**src/assert_macros.svh**
```systemverilog
// ----------------------------------------------------------------------------
// assert_macros.svh
// Concurrent assertion helpers for the retirement queue back end (arpq_back).
// ----------------------------------------------------------------------------
`ifndef ASSERT_MACROS_SVH
`define ASSERT_MACROS_SVH

`ifndef SYNTHESIS

// Property must hold at every clock edge outside reset
`define ARPQ_ASSERT(lbl, clk, rstn, prop) \
	lbl: assert property (@(posedge clk) disable iff (!rstn) prop) \
	else $error("arpq: assertion violated");

// Condition must never be seen outside reset
`define ARPQ_ASSERT_NEVER(lbl, clk, rstn, cond) \
	lbl: assert property (@(posedge clk) disable iff (!rstn) !(cond)) \
	else $error("arpq: forbidden condition seen");

`else

`define ARPQ_ASSERT(lbl, clk, rstn, prop)
`define ARPQ_ASSERT_NEVER(lbl, clk, rstn, cond)

`endif

`endif

```
**src/arpq_pkg.sv**
```systemverilog
// ----------------------------------------------------------------------------
// arpq_pkg
// Types and constants of the in-order retirement queue with cumulative ack.
// ----------------------------------------------------------------------------
package arpq_pkg;

	// Field widths
	localparam int SEQ_W       = 64;
	localparam int SIZE_W      = 32;
	localparam int HANDLE_W    = 32;
	localparam int KIND_W      = 2;
	localparam int DISP_W      = 3;
	localparam int COUNT_OUT_W = 6;
	localparam int BYTES_W     = 37;

	// Sizing
	localparam int DEF_QUEUE_DEPTH = 32;
	localparam int CMDQ_DEPTH      = 2;

	// Input item kinds
	typedef enum logic [KIND_W-1:0] {
		KIND_TRACK   = 2'd0,
		KIND_ACK     = 2'd1,
		KIND_RELEASE = 2'd2,
		KIND_DRAIN   = 2'd3
	} kind_t;

	// Commands after classification by the front end
	typedef enum logic [2:0] {
		OP_TRACK   = 3'd0,
		OP_DROP    = 3'd1,
		OP_ACK     = 3'd2,
		OP_RELEASE = 3'd3,
		OP_DRAIN   = 3'd4
	} op_t;

	// Result dispositions
	typedef enum logic [DISP_W-1:0] {
		DISP_NONE    = 3'd0,
		DISP_ACK     = 3'd1,
		DISP_RELEASE = 3'd2,
		DISP_DRAIN   = 3'd3,
		DISP_DROP    = 3'd4
	} disp_t;

	// Back-end sequencer states
	typedef enum logic {
		ST_IDLE  = 1'b0,
		ST_SWEEP = 1'b1
	} state_t;

	typedef struct packed {
		op_t                      op;
		logic signed [SEQ_W-1:0]  seq;
		logic [SIZE_W-1:0]        size;
		logic [HANDLE_W-1:0]      handle;
	} cmd_t;

	typedef struct packed {
		logic signed [SEQ_W-1:0]  seq;
		logic [SIZE_W-1:0]        size;
		logic [HANDLE_W-1:0]      handle;
	} entry_t;

	typedef struct packed {
		logic signed [SEQ_W-1:0]  entry_seq;
		logic [SIZE_W-1:0]        entry_size;
		logic [HANDLE_W-1:0]      entry_handle;
		disp_t                    disposition;
		logic                     full_error;
		logic [COUNT_OUT_W-1:0]   live_count;
		logic [BYTES_W-1:0]       live_bytes;
		logic                     last;
	} result_t;

endpackage

```
**src/arpq_if.sv**
```systemverilog
// ----------------------------------------------------------------------------
// arpq_if
// Valid/ready channels for input items and result items.
// ----------------------------------------------------------------------------
interface arpq_item_if;
	logic                                  valid;
	logic                                  ready;
	logic [arpq_pkg::KIND_W-1:0]           kind;
	logic signed [arpq_pkg::SEQ_W-1:0]     seq;
	logic [arpq_pkg::SIZE_W-1:0]           payload_size;
	logic [arpq_pkg::HANDLE_W-1:0]         payload_handle;

	modport source (output valid, kind, seq, payload_size, payload_handle, input ready);
	modport sink (input valid, kind, seq, payload_size, payload_handle, output ready);
endinterface

interface arpq_result_if;
	logic                                  valid;
	logic                                  ready;
	logic signed [arpq_pkg::SEQ_W-1:0]     entry_seq;
	logic [arpq_pkg::SIZE_W-1:0]           entry_size;
	logic [arpq_pkg::HANDLE_W-1:0]         entry_handle;
	logic [arpq_pkg::DISP_W-1:0]           disposition;
	logic                                  full_error;
	logic [arpq_pkg::COUNT_OUT_W-1:0]      live_count;
	logic [arpq_pkg::BYTES_W-1:0]          live_bytes;
	logic                                  last;

	modport source (output valid, entry_seq, entry_size, entry_handle, disposition,
		full_error, live_count, live_bytes, last, input ready);
	modport sink (input valid, entry_seq, entry_size, entry_handle, disposition,
		full_error, live_count, live_bytes, last, output ready);
endinterface

```
**src/arpq_front.sv**
```systemverilog
// ----------------------------------------------------------------------------
// arpq_front
// Accepts input items and classifies them into back-end commands.
// ----------------------------------------------------------------------------
module arpq_front (
	arpq_item_if.sink          item,
	output logic               push_valid,
	input  logic               push_ready,
	output arpq_pkg::cmd_t     push_cmd
);

	// Handshake passes straight into the command queue
	assign push_valid = item.valid;
	assign item.ready = push_ready;

	// Decode the kind; an empty track becomes a drop
	always_comb begin
		push_cmd.seq    = item.seq;
		push_cmd.size   = item.payload_size;
		push_cmd.handle = item.payload_handle;
		unique case (arpq_pkg::kind_t'(item.kind))
			arpq_pkg::KIND_TRACK: begin
				push_cmd.op = (item.payload_size == '0) ? arpq_pkg::OP_DROP
				                                        : arpq_pkg::OP_TRACK;
			end
			arpq_pkg::KIND_ACK:     push_cmd.op = arpq_pkg::OP_ACK;
			arpq_pkg::KIND_RELEASE: push_cmd.op = arpq_pkg::OP_RELEASE;
			arpq_pkg::KIND_DRAIN:   push_cmd.op = arpq_pkg::OP_DRAIN;
			default:                push_cmd.op = arpq_pkg::OP_TRACK;
		endcase
	end

endmodule

```
**src/arpq_cmd_fifo.sv**
```systemverilog
// ----------------------------------------------------------------------------
// arpq_cmd_fifo
// Short command queue between the front end and the back end.
// ----------------------------------------------------------------------------
module arpq_cmd_fifo (
	input  logic               clk,
	input  logic               arst_n,
	input  logic               push_valid,
	output logic               push_ready,
	input  arpq_pkg::cmd_t     push_cmd,
	output logic               pop_valid,
	input  logic               pop_ready,
	output arpq_pkg::cmd_t     pop_cmd
);

	localparam int DEPTH = arpq_pkg::CMDQ_DEPTH;
	localparam int PW    = (DEPTH > 1) ? $clog2(DEPTH) : 1;
	localparam int CW    = $clog2(DEPTH + 1);

	arpq_pkg::cmd_t  slot_q [DEPTH];
	logic [PW-1:0]   wr_ptr_q;
	logic [PW-1:0]   rd_ptr_q;
	logic [CW-1:0]   cnt_q;
	logic            do_push;
	logic            do_pop;

	assign push_ready = (cnt_q != CW'(DEPTH));
	assign pop_valid  = (cnt_q != '0);
	assign pop_cmd    = slot_q[rd_ptr_q];
	assign do_push    = push_valid && push_ready;
	assign do_pop     = pop_valid && pop_ready;

	// Pointers and fill level
	always_ff @(posedge clk or negedge arst_n) begin
		if (!arst_n) begin
			wr_ptr_q <= '0;
			rd_ptr_q <= '0;
			cnt_q    <= '0;
		end else begin
			if (do_push) begin
				wr_ptr_q <= (wr_ptr_q == PW'(DEPTH - 1)) ? '0 : wr_ptr_q + 1'b1;
			end
			if (do_pop) begin
				rd_ptr_q <= (rd_ptr_q == PW'(DEPTH - 1)) ? '0 : rd_ptr_q + 1'b1;
			end
			case ({do_push, do_pop})
				2'b10:   cnt_q <= cnt_q + 1'b1;
				2'b01:   cnt_q <= cnt_q - 1'b1;
				default: cnt_q <= cnt_q;
			endcase
		end
	end

	// Slot storage
	always_ff @(posedge clk) begin
		if (do_push) begin
			slot_q[wr_ptr_q] <= push_cmd;
		end
	end

endmodule

```
**src/arpq_back.sv**
```systemverilog
// ----------------------------------------------------------------------------
// arpq_back
// Executes commands on the payload store and sequences result transfers.
// ----------------------------------------------------------------------------
`include "assert_macros.svh"

module arpq_back #(
	parameter int QUEUE_DEPTH = arpq_pkg::DEF_QUEUE_DEPTH
) (
	input  logic               clk,
	input  logic               arst_n,
	input  logic               cmd_valid,
	output logic               cmd_ready,
	input  arpq_pkg::cmd_t     cmd,
	arpq_result_if.source      result
);

	localparam int PTR_W = $clog2(QUEUE_DEPTH);
	localparam int CNT_W = $clog2(QUEUE_DEPTH + 1);
	localparam int LCW   = arpq_pkg::COUNT_OUT_W;
	localparam int BW    = arpq_pkg::BYTES_W;

	// Payload store, read data registered
	arpq_pkg::entry_t      mem [QUEUE_DEPTH];
	arpq_pkg::entry_t      rdata_q;
	logic [PTR_W-1:0]      rd_addr;

	arpq_pkg::state_t      state_q, state_d;
	logic [PTR_W-1:0]      head_q, tail_q, head_nx, tail_nx;
	logic [CNT_W-1:0]      count_q;
	logic [BW-1:0]         bytes_q;

	arpq_pkg::cmd_t        cur_q;
	arpq_pkg::result_t     pend_q, out_q, out_d, pend_d;
	logic                  pend_v_q;
	logic                  ovalid_q;

	logic                  out_free, empty, full, is_sweep, below, qualify;
	logic                  take, sweep_pop, sweep_end;
	logic                  wr_en, pop_head, start, load_out, pend_load, pend_clear;
	logic                  clear_ptrs;

	logic [CNT_W-1:0]      cnt_inc, cnt_dec;
	logic [BW-1:0]         bytes_inc, bytes_dec;
	logic [PTR_W:0]        ptr_sum;
	logic [PTR_W-1:0]      exp_tail;

	// Status terms
	assign out_free  = !ovalid_q || result.ready;
	assign empty     = (count_q == '0);
	assign full      = (count_q == CNT_W'(QUEUE_DEPTH));
	assign is_sweep  = (cmd.op inside {arpq_pkg::OP_ACK, arpq_pkg::OP_RELEASE,
	                                   arpq_pkg::OP_DRAIN});
	assign below     = ($signed(rdata_q.seq) < $signed(cur_q.seq));
	assign qualify   = !empty && ((cur_q.op != arpq_pkg::OP_ACK) || below);
	assign take      = (state_q == arpq_pkg::ST_IDLE) && cmd_valid && out_free;
	assign sweep_pop = (state_q == arpq_pkg::ST_SWEEP) && qualify && (!pend_v_q || out_free);
	assign sweep_end = (state_q == arpq_pkg::ST_SWEEP) && !qualify && out_free;

	assign head_nx   = (head_q == PTR_W'(QUEUE_DEPTH - 1)) ? '0 : head_q + 1'b1;
	assign tail_nx   = (tail_q == PTR_W'(QUEUE_DEPTH - 1)) ? '0 : tail_q + 1'b1;
	assign cnt_inc   = count_q + 1'b1;
	assign cnt_dec   = count_q - 1'b1;
	assign bytes_inc = bytes_q + BW'(cmd.size);
	assign bytes_dec = bytes_q - BW'(rdata_q.size);

	// Next state
	always_comb begin
		state_d = state_q;
		unique case (state_q)
			arpq_pkg::ST_IDLE: begin
				if (take && is_sweep && !empty) begin
					state_d = arpq_pkg::ST_SWEEP;
				end
			end
			arpq_pkg::ST_SWEEP: begin
				if (sweep_end) begin
					state_d = arpq_pkg::ST_IDLE;
				end
			end
			default: state_d = arpq_pkg::ST_IDLE;
		endcase
	end

	// Control and result selection
	always_comb begin
		cmd_ready  = 1'b0;
		wr_en      = 1'b0;
		pop_head   = 1'b0;
		start      = 1'b0;
		load_out   = 1'b0;
		pend_load  = 1'b0;
		pend_clear = 1'b0;
		clear_ptrs = 1'b0;

		out_d              = '0;
		out_d.disposition  = arpq_pkg::DISP_NONE;
		out_d.live_count   = LCW'(count_q);
		out_d.live_bytes   = bytes_q;
		out_d.last         = 1'b1;

		pend_d              = '0;
		pend_d.entry_seq    = rdata_q.seq;
		pend_d.entry_size   = rdata_q.size;
		pend_d.entry_handle = rdata_q.handle;
		pend_d.disposition  = arpq_pkg::DISP_ACK;
		pend_d.live_count   = LCW'(cnt_dec);
		pend_d.live_bytes   = bytes_dec;
		case (cur_q.op)
			arpq_pkg::OP_RELEASE: pend_d.disposition = arpq_pkg::DISP_RELEASE;
			arpq_pkg::OP_DRAIN:   pend_d.disposition = arpq_pkg::DISP_DRAIN;
			default:              pend_d.disposition = arpq_pkg::DISP_ACK;
		endcase

		unique case (state_q)
			arpq_pkg::ST_IDLE: begin
				if (take) begin
					cmd_ready = 1'b1;
					unique case (cmd.op)
						arpq_pkg::OP_DROP: begin
							load_out           = 1'b1;
							out_d.entry_seq    = cmd.seq;
							out_d.entry_handle = cmd.handle;
							out_d.disposition  = arpq_pkg::DISP_DROP;
						end
						arpq_pkg::OP_TRACK: begin
							load_out = 1'b1;
							if (full) begin
								out_d.full_error = 1'b1;
							end else begin
								wr_en            = 1'b1;
								out_d.live_count = LCW'(cnt_inc);
								out_d.live_bytes = bytes_inc;
							end
						end
						arpq_pkg::OP_ACK, arpq_pkg::OP_RELEASE, arpq_pkg::OP_DRAIN: begin
							if (empty) begin
								// nothing held: single empty result
								load_out   = 1'b1;
								clear_ptrs = (cmd.op != arpq_pkg::OP_ACK);
							end else begin
								start = 1'b1;
							end
						end
						default: begin
							load_out = 1'b1;
						end
					endcase
				end
			end
			arpq_pkg::ST_SWEEP: begin
				if (sweep_pop) begin
					// retire head; previous entry is known not to be the last
					pop_head  = 1'b1;
					pend_load = 1'b1;
					if (pend_v_q) begin
						load_out   = 1'b1;
						out_d      = pend_q;
						out_d.last = 1'b0;
					end
				end else if (sweep_end) begin
					load_out   = 1'b1;
					pend_clear = 1'b1;
					clear_ptrs = (cur_q.op != arpq_pkg::OP_ACK);
					if (pend_v_q) begin
						out_d      = pend_q;
						out_d.last = 1'b1;
					end
				end
			end
			default: begin
			end
		endcase
	end

	// Control registers
	always_ff @(posedge clk or negedge arst_n) begin
		if (!arst_n) begin
			state_q  <= arpq_pkg::ST_IDLE;
			head_q   <= '0;
			tail_q   <= '0;
			count_q  <= '0;
			bytes_q  <= '0;
			pend_v_q <= 1'b0;
			ovalid_q <= 1'b0;
		end else begin
			state_q <= state_d;
			if (wr_en) begin
				tail_q  <= tail_nx;
				count_q <= cnt_inc;
				bytes_q <= bytes_inc;
			end
			if (pop_head) begin
				head_q  <= head_nx;
				count_q <= cnt_dec;
				bytes_q <= bytes_dec;
			end
			if (clear_ptrs) begin
				head_q <= '0;
				tail_q <= '0;
			end
			if (pend_load) begin
				pend_v_q <= 1'b1;
			end else if (pend_clear) begin
				pend_v_q <= 1'b0;
			end
			if (load_out) begin
				ovalid_q <= 1'b1;
			end else if (result.ready) begin
				ovalid_q <= 1'b0;
			end
		end
	end

	// Payload registers
	always_ff @(posedge clk) begin
		if (start) begin
			cur_q <= cmd;
		end
		if (pend_load) begin
			pend_q <= pend_d;
		end
		if (load_out) begin
			out_q <= out_d;
		end
	end

	// Store write at tail, registered read at head (next head while popping)
	assign rd_addr = pop_head ? head_nx : head_q;

	always_ff @(posedge clk) begin
		if (wr_en) begin
			mem[tail_q] <= '{seq: cmd.seq, size: cmd.size, handle: cmd.handle};
		end
		rdata_q <= mem[rd_addr];
	end

	// Result channel
	assign result.valid        = ovalid_q;
	assign result.entry_seq    = out_q.entry_seq;
	assign result.entry_size   = out_q.entry_size;
	assign result.entry_handle = out_q.entry_handle;
	assign result.disposition  = out_q.disposition;
	assign result.full_error   = out_q.full_error;
	assign result.live_count   = out_q.live_count;
	assign result.live_bytes   = out_q.live_bytes;
	assign result.last         = out_q.last;

	// Expected tail from head and count, for checking
	assign ptr_sum  = {1'b0, head_q} + (PTR_W + 1)'(count_q);
	assign exp_tail = (ptr_sum >= (PTR_W + 1)'(QUEUE_DEPTH))
	                  ? PTR_W'(ptr_sum - (PTR_W + 1)'(QUEUE_DEPTH)) : PTR_W'(ptr_sum);

	`ARPQ_ASSERT(a_tail_tracks_head, clk, arst_n, (tail_q == exp_tail))
	`ARPQ_ASSERT(a_sweep_starts_nonempty, clk, arst_n,
		((state_q == arpq_pkg::ST_SWEEP && !pend_v_q) |-> (count_q != '0)))
	`ARPQ_ASSERT(a_push_counts, clk, arst_n,
		(wr_en |=> (count_q == CNT_W'($past(count_q) + 1'b1))))
	`ARPQ_ASSERT_NEVER(a_bytes_without_entries, clk, arst_n,
		(count_q == '0 && bytes_q != '0))

endmodule

```
**src/ack_retire_payload_queue.sv**
```systemverilog
// ----------------------------------------------------------------------------
// An item passes the command queue, then its result the output register; a sweep's
// first entry also passes the pending register. Throughput: while the result
// channel is not stalled, the back end takes one track or dropped payload per cycle,
// and an ack, release-all or drain retires one entry per cycle through the store's read port.
// Reset: pointers, counts and handshakes clear at once; store contents stay
// undefined until written, with no clearing pass.
// ----------------------------------------------------------------------------
// ack_retire_payload_queue
// In-order payload retirement queue with cumulative ack, release and drain.
// ----------------------------------------------------------------------------
module ack_retire_payload_queue #(
	parameter int QUEUE_DEPTH = arpq_pkg::DEF_QUEUE_DEPTH
) (
	input  logic           clk,
	input  logic           arst_n,
	arpq_item_if.sink      item,
	arpq_result_if.source  result
);

	logic            push_valid, push_ready;
	arpq_pkg::cmd_t  push_cmd;
	logic            cmd_valid, cmd_ready;
	arpq_pkg::cmd_t  cmd;

	// Front end: accept and classify
	arpq_front u_front (
		.item       (item),
		.push_valid (push_valid),
		.push_ready (push_ready),
		.push_cmd   (push_cmd)
	);

	// Command queue between the two halves
	arpq_cmd_fifo u_cmd_fifo (
		.clk        (clk),
		.arst_n     (arst_n),
		.push_valid (push_valid),
		.push_ready (push_ready),
		.push_cmd   (push_cmd),
		.pop_valid  (cmd_valid),
		.pop_ready  (cmd_ready),
		.pop_cmd    (cmd)
	);

	// Back end: store, sweeps and result transfers
	arpq_back #(
		.QUEUE_DEPTH (QUEUE_DEPTH)
	) u_back (
		.clk        (clk),
		.arst_n     (arst_n),
		.cmd_valid  (cmd_valid),
		.cmd_ready  (cmd_ready),
		.cmd        (cmd),
		.result     (result)
	);

endmodule

```
**src/flat_wrapper.sv**
```systemverilog
// flat-port wrapper written by rule: the top's interface ports become plain ports
module ack_retire_payload_queue_flat 
#(
	parameter int QUEUE_DEPTH = arpq_pkg::DEF_QUEUE_DEPTH
)
  (clk, arst_n, item_valid, item_kind, item_seq, item_payload_size, item_payload_handle, item_ready, result_valid, result_entry_seq, result_entry_size, result_entry_handle, result_disposition, result_full_error, result_live_count, result_live_bytes, result_last, result_ready);
  arpq_item_if item_i ();
  arpq_result_if result_i ();
  input  logic clk;
  input  logic arst_n;
  input wire logic [$bits(item_i.valid)-1:0] item_valid;
  input wire logic [$bits(item_i.kind)-1:0] item_kind;
  input wire logic [$bits(item_i.seq)-1:0] item_seq;
  input wire logic [$bits(item_i.payload_size)-1:0] item_payload_size;
  input wire logic [$bits(item_i.payload_handle)-1:0] item_payload_handle;
  output wire logic [$bits(item_i.ready)-1:0] item_ready;
  output wire logic [$bits(result_i.valid)-1:0] result_valid;
  output wire logic [$bits(result_i.entry_seq)-1:0] result_entry_seq;
  output wire logic [$bits(result_i.entry_size)-1:0] result_entry_size;
  output wire logic [$bits(result_i.entry_handle)-1:0] result_entry_handle;
  output wire logic [$bits(result_i.disposition)-1:0] result_disposition;
  output wire logic [$bits(result_i.full_error)-1:0] result_full_error;
  output wire logic [$bits(result_i.live_count)-1:0] result_live_count;
  output wire logic [$bits(result_i.live_bytes)-1:0] result_live_bytes;
  output wire logic [$bits(result_i.last)-1:0] result_last;
  input wire logic [$bits(result_i.ready)-1:0] result_ready;
  assign item_i.valid = item_valid;
  assign item_i.kind = item_kind;
  assign item_i.seq = item_seq;
  assign item_i.payload_size = item_payload_size;
  assign item_i.payload_handle = item_payload_handle;
  assign item_ready = item_i.ready;
  assign result_valid = result_i.valid;
  assign result_entry_seq = result_i.entry_seq;
  assign result_entry_size = result_i.entry_size;
  assign result_entry_handle = result_i.entry_handle;
  assign result_disposition = result_i.disposition;
  assign result_full_error = result_i.full_error;
  assign result_live_count = result_i.live_count;
  assign result_live_bytes = result_i.live_bytes;
  assign result_last = result_i.last;
  assign result_i.ready = result_ready;
  ack_retire_payload_queue #(.QUEUE_DEPTH(QUEUE_DEPTH)) u_core (.clk(clk), .arst_n(arst_n), .item(item_i), .result(result_i));
endmodule
```
**config.mk**
```make
export PLATFORM = sky130hd
export DESIGN_NAME = ack_retire_payload_queue_flat
export DESIGN_NICKNAME = d
export VERILOG_FILES = /design/src/arpq_pkg.sv /design/src/arpq_if.sv /design/src/arpq_front.sv /design/src/arpq_cmd_fifo.sv /design/src/arpq_back.sv /design/src/ack_retire_payload_queue.sv /design/src/flat_wrapper.sv
export VERILOG_INCLUDE_DIRS = /design/src /design/src/src
export SDC_FILE = /design/constraint.sdc
export NUM_CORES = 2
export LEC_CHECK = 0
export BUFFER_PORTS_ARGS = -buffer_cell sky130_fd_sc_hd__buf_2
export CAP_MARGIN = 20
export CORE_MARGIN = 8
export CORE_UTILIZATION = 39
export DETAILED_ROUTE_END_ITERATION = 6
export HOLD_SLACK_MARGIN = 0.05
export SYNTH_ARGS = -nofsm -noshare
export SYNTH_HDL_FRONTEND = slang
export SYNTH_MEMORY_MAX_BITS = 65536
export SYNTH_SLANG_ARGS = --single-unit
```
**constraint.sdc**
```tcl
create_clock -name clk -period 8.95 [get_ports clk]
set_clock_uncertainty 0.05 [all_clocks]
set_input_delay 0.4475 -clock clk [delete_from_list [all_inputs] [get_ports clk]]
set_output_delay 0.4475 -clock clk [all_outputs]
set_load 0.01 [all_outputs]
```
==> results.md <==
- Vias in the first global route: 114000
- Final hold viol count: 0
- Yosys warning count: 0
- Max-Cap Viols: 0
- Min-Delay Path Class: in2reg
- Largest fanout on the critical path: 88
- Placed wire-length estimate: 296000 um
- Critical Path Max Stage Delay: 910 ps
- Final cell count without fillers: 21300
- Slew @ Worst Pin: 1230 ps
- Pins Over Slew Limit: 0
- DR WL/cell: 27.8 um
- RSZ-0062 raised after global routing: no
- Wirelength, routed: 591000 um
- Die H: 719 um
- Clock Tree Root: clkbuf_16
- CTS tree: done
- WHS Path Cells: 2
- CTS buffer count: 531
- CTS HTree Levels: 6
- Async set or reset register ratio after synthesis: 1.21%
- Nets: 14600
- Mapped Cells: 13800
- Hold slack: 107 ps
- Most frequent cells in the layout: edfxtp_1, nand2_1, nor2_1
- Post-synthesis register bit count: 4962
- Core area: 0.493 mm^2
- Critical path's most frequent cell: a21oi_1
- Total I/O pin count: 312
- Violated checks: DRC
- Synth area leaders: edfxtp_1, nand2_1, nand3_1
- Synth cell types: 71
- Port buffer count: 311
- Critical path origin: u_core.u_back.pend_d[145]$_DFF_P_
- CP delay by family, top: compound AO/OA/AOI/OAI gates
- Cts hold-fix bufs: 228
- Drt pass-1 iters: 7
- Levels on crit path: 15
- Worst rel slew slack: 17.9%
- Worst path slowest cell: or3_4
- Reg2reg start: u_core.u_back.pend_d[145]$_DFF_P_
- Later-pin clock latency in the skew report: 1080 ps
- Worst path arrival time: 8190 ps
- Placed cell count: 20100
- Sum of buffers and inverters on the critical path: 2
- Layout cells sized above 1: 10.2%
- Clock Sinks: 4962
- Crit path capture: u_core.u_back.pend_d[124]$_DFF_P_
- Post-CTS setup repair buffer count: 0
- DRC violations left: 16
- Routability Congestion: 0.794
- FILL cells: 43200
- Pleak: 0.0757 uW
- Mapped Nets: 14100
- Setup violations, final: 0
- Commonest non-fill, non-tap cell in the layout: edfxtp_1
- Critical path class: reg2reg
- Chip width: 719 um
- Final worst path period share: 81.7%
- CTS resizes: 0
- EDFF count, synth: 4774
- Mean Syn Cell Area: 14.0 um^2
- DRT iter0 DRCs: 16700
- GRT overflow: 0
- Power per cell area: 383 mW/mm^2
- Detail Route Antenna Nets: 0
- P&R area growth vs syn: 15.0%
- Maximum vdd drop: 0.662 mV
- Initial core utilization: 39.1%
- Primary FF master, synth: edfxtp_1
- Vias: 121000
- CP required: 9830 ps
- Clk slew on worst S/H paths: 60 ps
- F_max: 0.137 GHz
- Minimum clock period: 7310 ps
- First-pass GRT wire length: 835000 um
- R2r setup slk: 1640 ps
- Clk buf depth: 4
- Critical Path Source Type: flop
- Largest net degree at the start of global routing: 173
- Reg2reg end: u_core.u_back.pend_d[124]$_DFF_P_
- Register-to-Register Path Depth: 15
- Total routing usage reported by global routing: 21.8%
- CP Capture Type: flop
- Die area: 0.517 mm^2
- Status: complete, but fails checks
- Share of the synthesized area in the top cell type: 74.4%
- Critical Path, Cell by Cell: ha_1, a21oi_1, o21ai_0, a2111oi_1, a21o_1, mux2i_2, o2111ai_4, inv_8, nand2b_1, o31ai_4, or3_4, buf_12, a21oi_1, or4_1, nor3_1
- Initial antenna violation count: 43
- Seq/Total Area, Yosys: 76.5%
- Vias/cell: 5.67
- Dominant cell type by area after synthesis: edfxtp_1
- Rows: 258
- Cell area after synthesis: 0.193 mm^2
==> power breakdown <==
group          internal, uW  leakage, uW  total (uW)  switching [uW]
logic                  8750       0.0224       32100           23300
registers             30400       0.0451       31500            1180
clock network         12200      0.00818       21400            9120
total                 51400       0.0757       85000           33600
==> synthesized netlist by cell type, types with 13 or more instances <==
master	count
a21o_1	49
xnor2_1	43
o21a_1	14
a31oi_1	24
mux2i_1	268
and2_1	40
dfxtp_1	128
a22o_1	96
or4_1	130
nand4_1	21
buf_2	363
o21ai_0	700
a41oi_1	129
nor3_1	150
a21oi_1	779
nor2b_1	13
buf_1	49
and3_1	37
mux2_2	129
nand3_1	1054
edfxtp_1	4774
clkbuf_1	369
nand2_1	2455
dfrtp_1	60
buf_4	23
a211oi_1	14
o2bb2ai_1	128
ha_1	141
xor2_1	33
nor2_1	1193
inv_1	129
a2111oi_0	130
==> kinds of logic after synthesis <==
logic type                 Yosys count  synth area share, %
AOI/OAI and AO/OA                 2123                 6.67
muxes                              398                 2.15
adders and majority gates          143                0.936
DFF                               4962                 76.5
buffers and inverters              939                 2.12
and+or+nand+nor                   5144                 11.3
xor gates and xnor gates            76                0.345
==> metal layers <==
| layer | wire, um | track usage, % |
|---|---|---|
| met1 | 246000 | 31.3 |
| met2 | 269000 | 34.4 |
| met3 | 59400 | 3.77 |
| met4 | 15900 | 5.86 |
| met5 | 92 | 0 |
==> worst register-to-register path: stages (launching register included) <==
cell and delay (ps):
dfxtp_1 410, ha_1 280, a21oi_1 210, o21ai_0 200, a2111oi_1 840, a21o_1 250
mux2i_2 620, o2111ai_4 400, inv_8 650, nand2b_1 330, o31ai_4 540, or3_4 910
buf_12 550, a21oi_1 150, or4_1 500, nor3_1 280
==> registers in the layout (all words and copies together), names as in the netlist, 37 cells and up <==
name / count
u_core.u_back.result.entry_seq: 64
u_core.u_back.bytes_q: 37
u_core.u_back.pend_d: 128
u_core.u_back.cur_q: 67
u_core.u_back.pend_q: 173
u_core.u_cmd_fifo.slot_q: 262
u_core.u_back.mem: 4096
u_core.u_back.result.live_bytes: 37
==> worst min-delay path by stage <==
stage	from	to	slack (ps)
2_1_floorplan	arst_n	u_core.u_back.bytes_q[0]$_DFFE_PN0P_	100
3_3_place_gp	u_core.u_back.pend_d[61]$_DFF_P_	u_core.u_back.pend_q[61]$_DFFE_PP_	350
3_5_place_dp	u_core.u_back.pend_d[61]$_DFF_P_	u_core.u_back.pend_q[61]$_DFFE_PP_	340
4_1_cts	item_seq[50]	u_core.u_cmd_fifo.slot_q[0][114]$_DFFE_PP_	50
5_1_grt	item_payload_handle[7]	u_core.u_cmd_fifo.slot_q[1][7]$_DFFE_PP_	90
6_report	item_seq[50]	u_core.u_cmd_fifo.slot_q[0][114]$_DFFE_PP_	110
==> layout make-up <==
cell class | instances | area (um^2) | share of cell area (%)
Sequential cell | 4962 | 147000 | 66.5
Inverter | 131 | 507 | 0.229
Clock buffer | 731 | 14700 | 6.63
Antenna cell | 16 | 40.0 | 0.0181
Timing Repair Buffer | 817 | 7060 | 3.18
Tap cell | 6500 | 8130 | 3.67
Clock inverter | 234 | 2130 | 0.959
Multi-Input combinational cell | 7884 | 41700 | 18.8
==> through the flow <==
step | power, uW | TNS [ps] | util (%) | setup slack, ps | instance area [um^2]
detailed placement | 63800 | 0 | 41.1 | 1670 | 203000
global placement | 63600 | -90.8 | 41.1 | -34.8 | 202000
global route | 89000 | 0 | 45.0 | 1400 | 222000
floorplan | 51800 | 0 | - | 690 | 193000
finish | 85000 | 0 | 45.0 | 1640 | 222000
CTS | 85200 | 0 | 45.0 | 1640 | 222000
No activity file was read; power rests on OpenSTA's default activity.
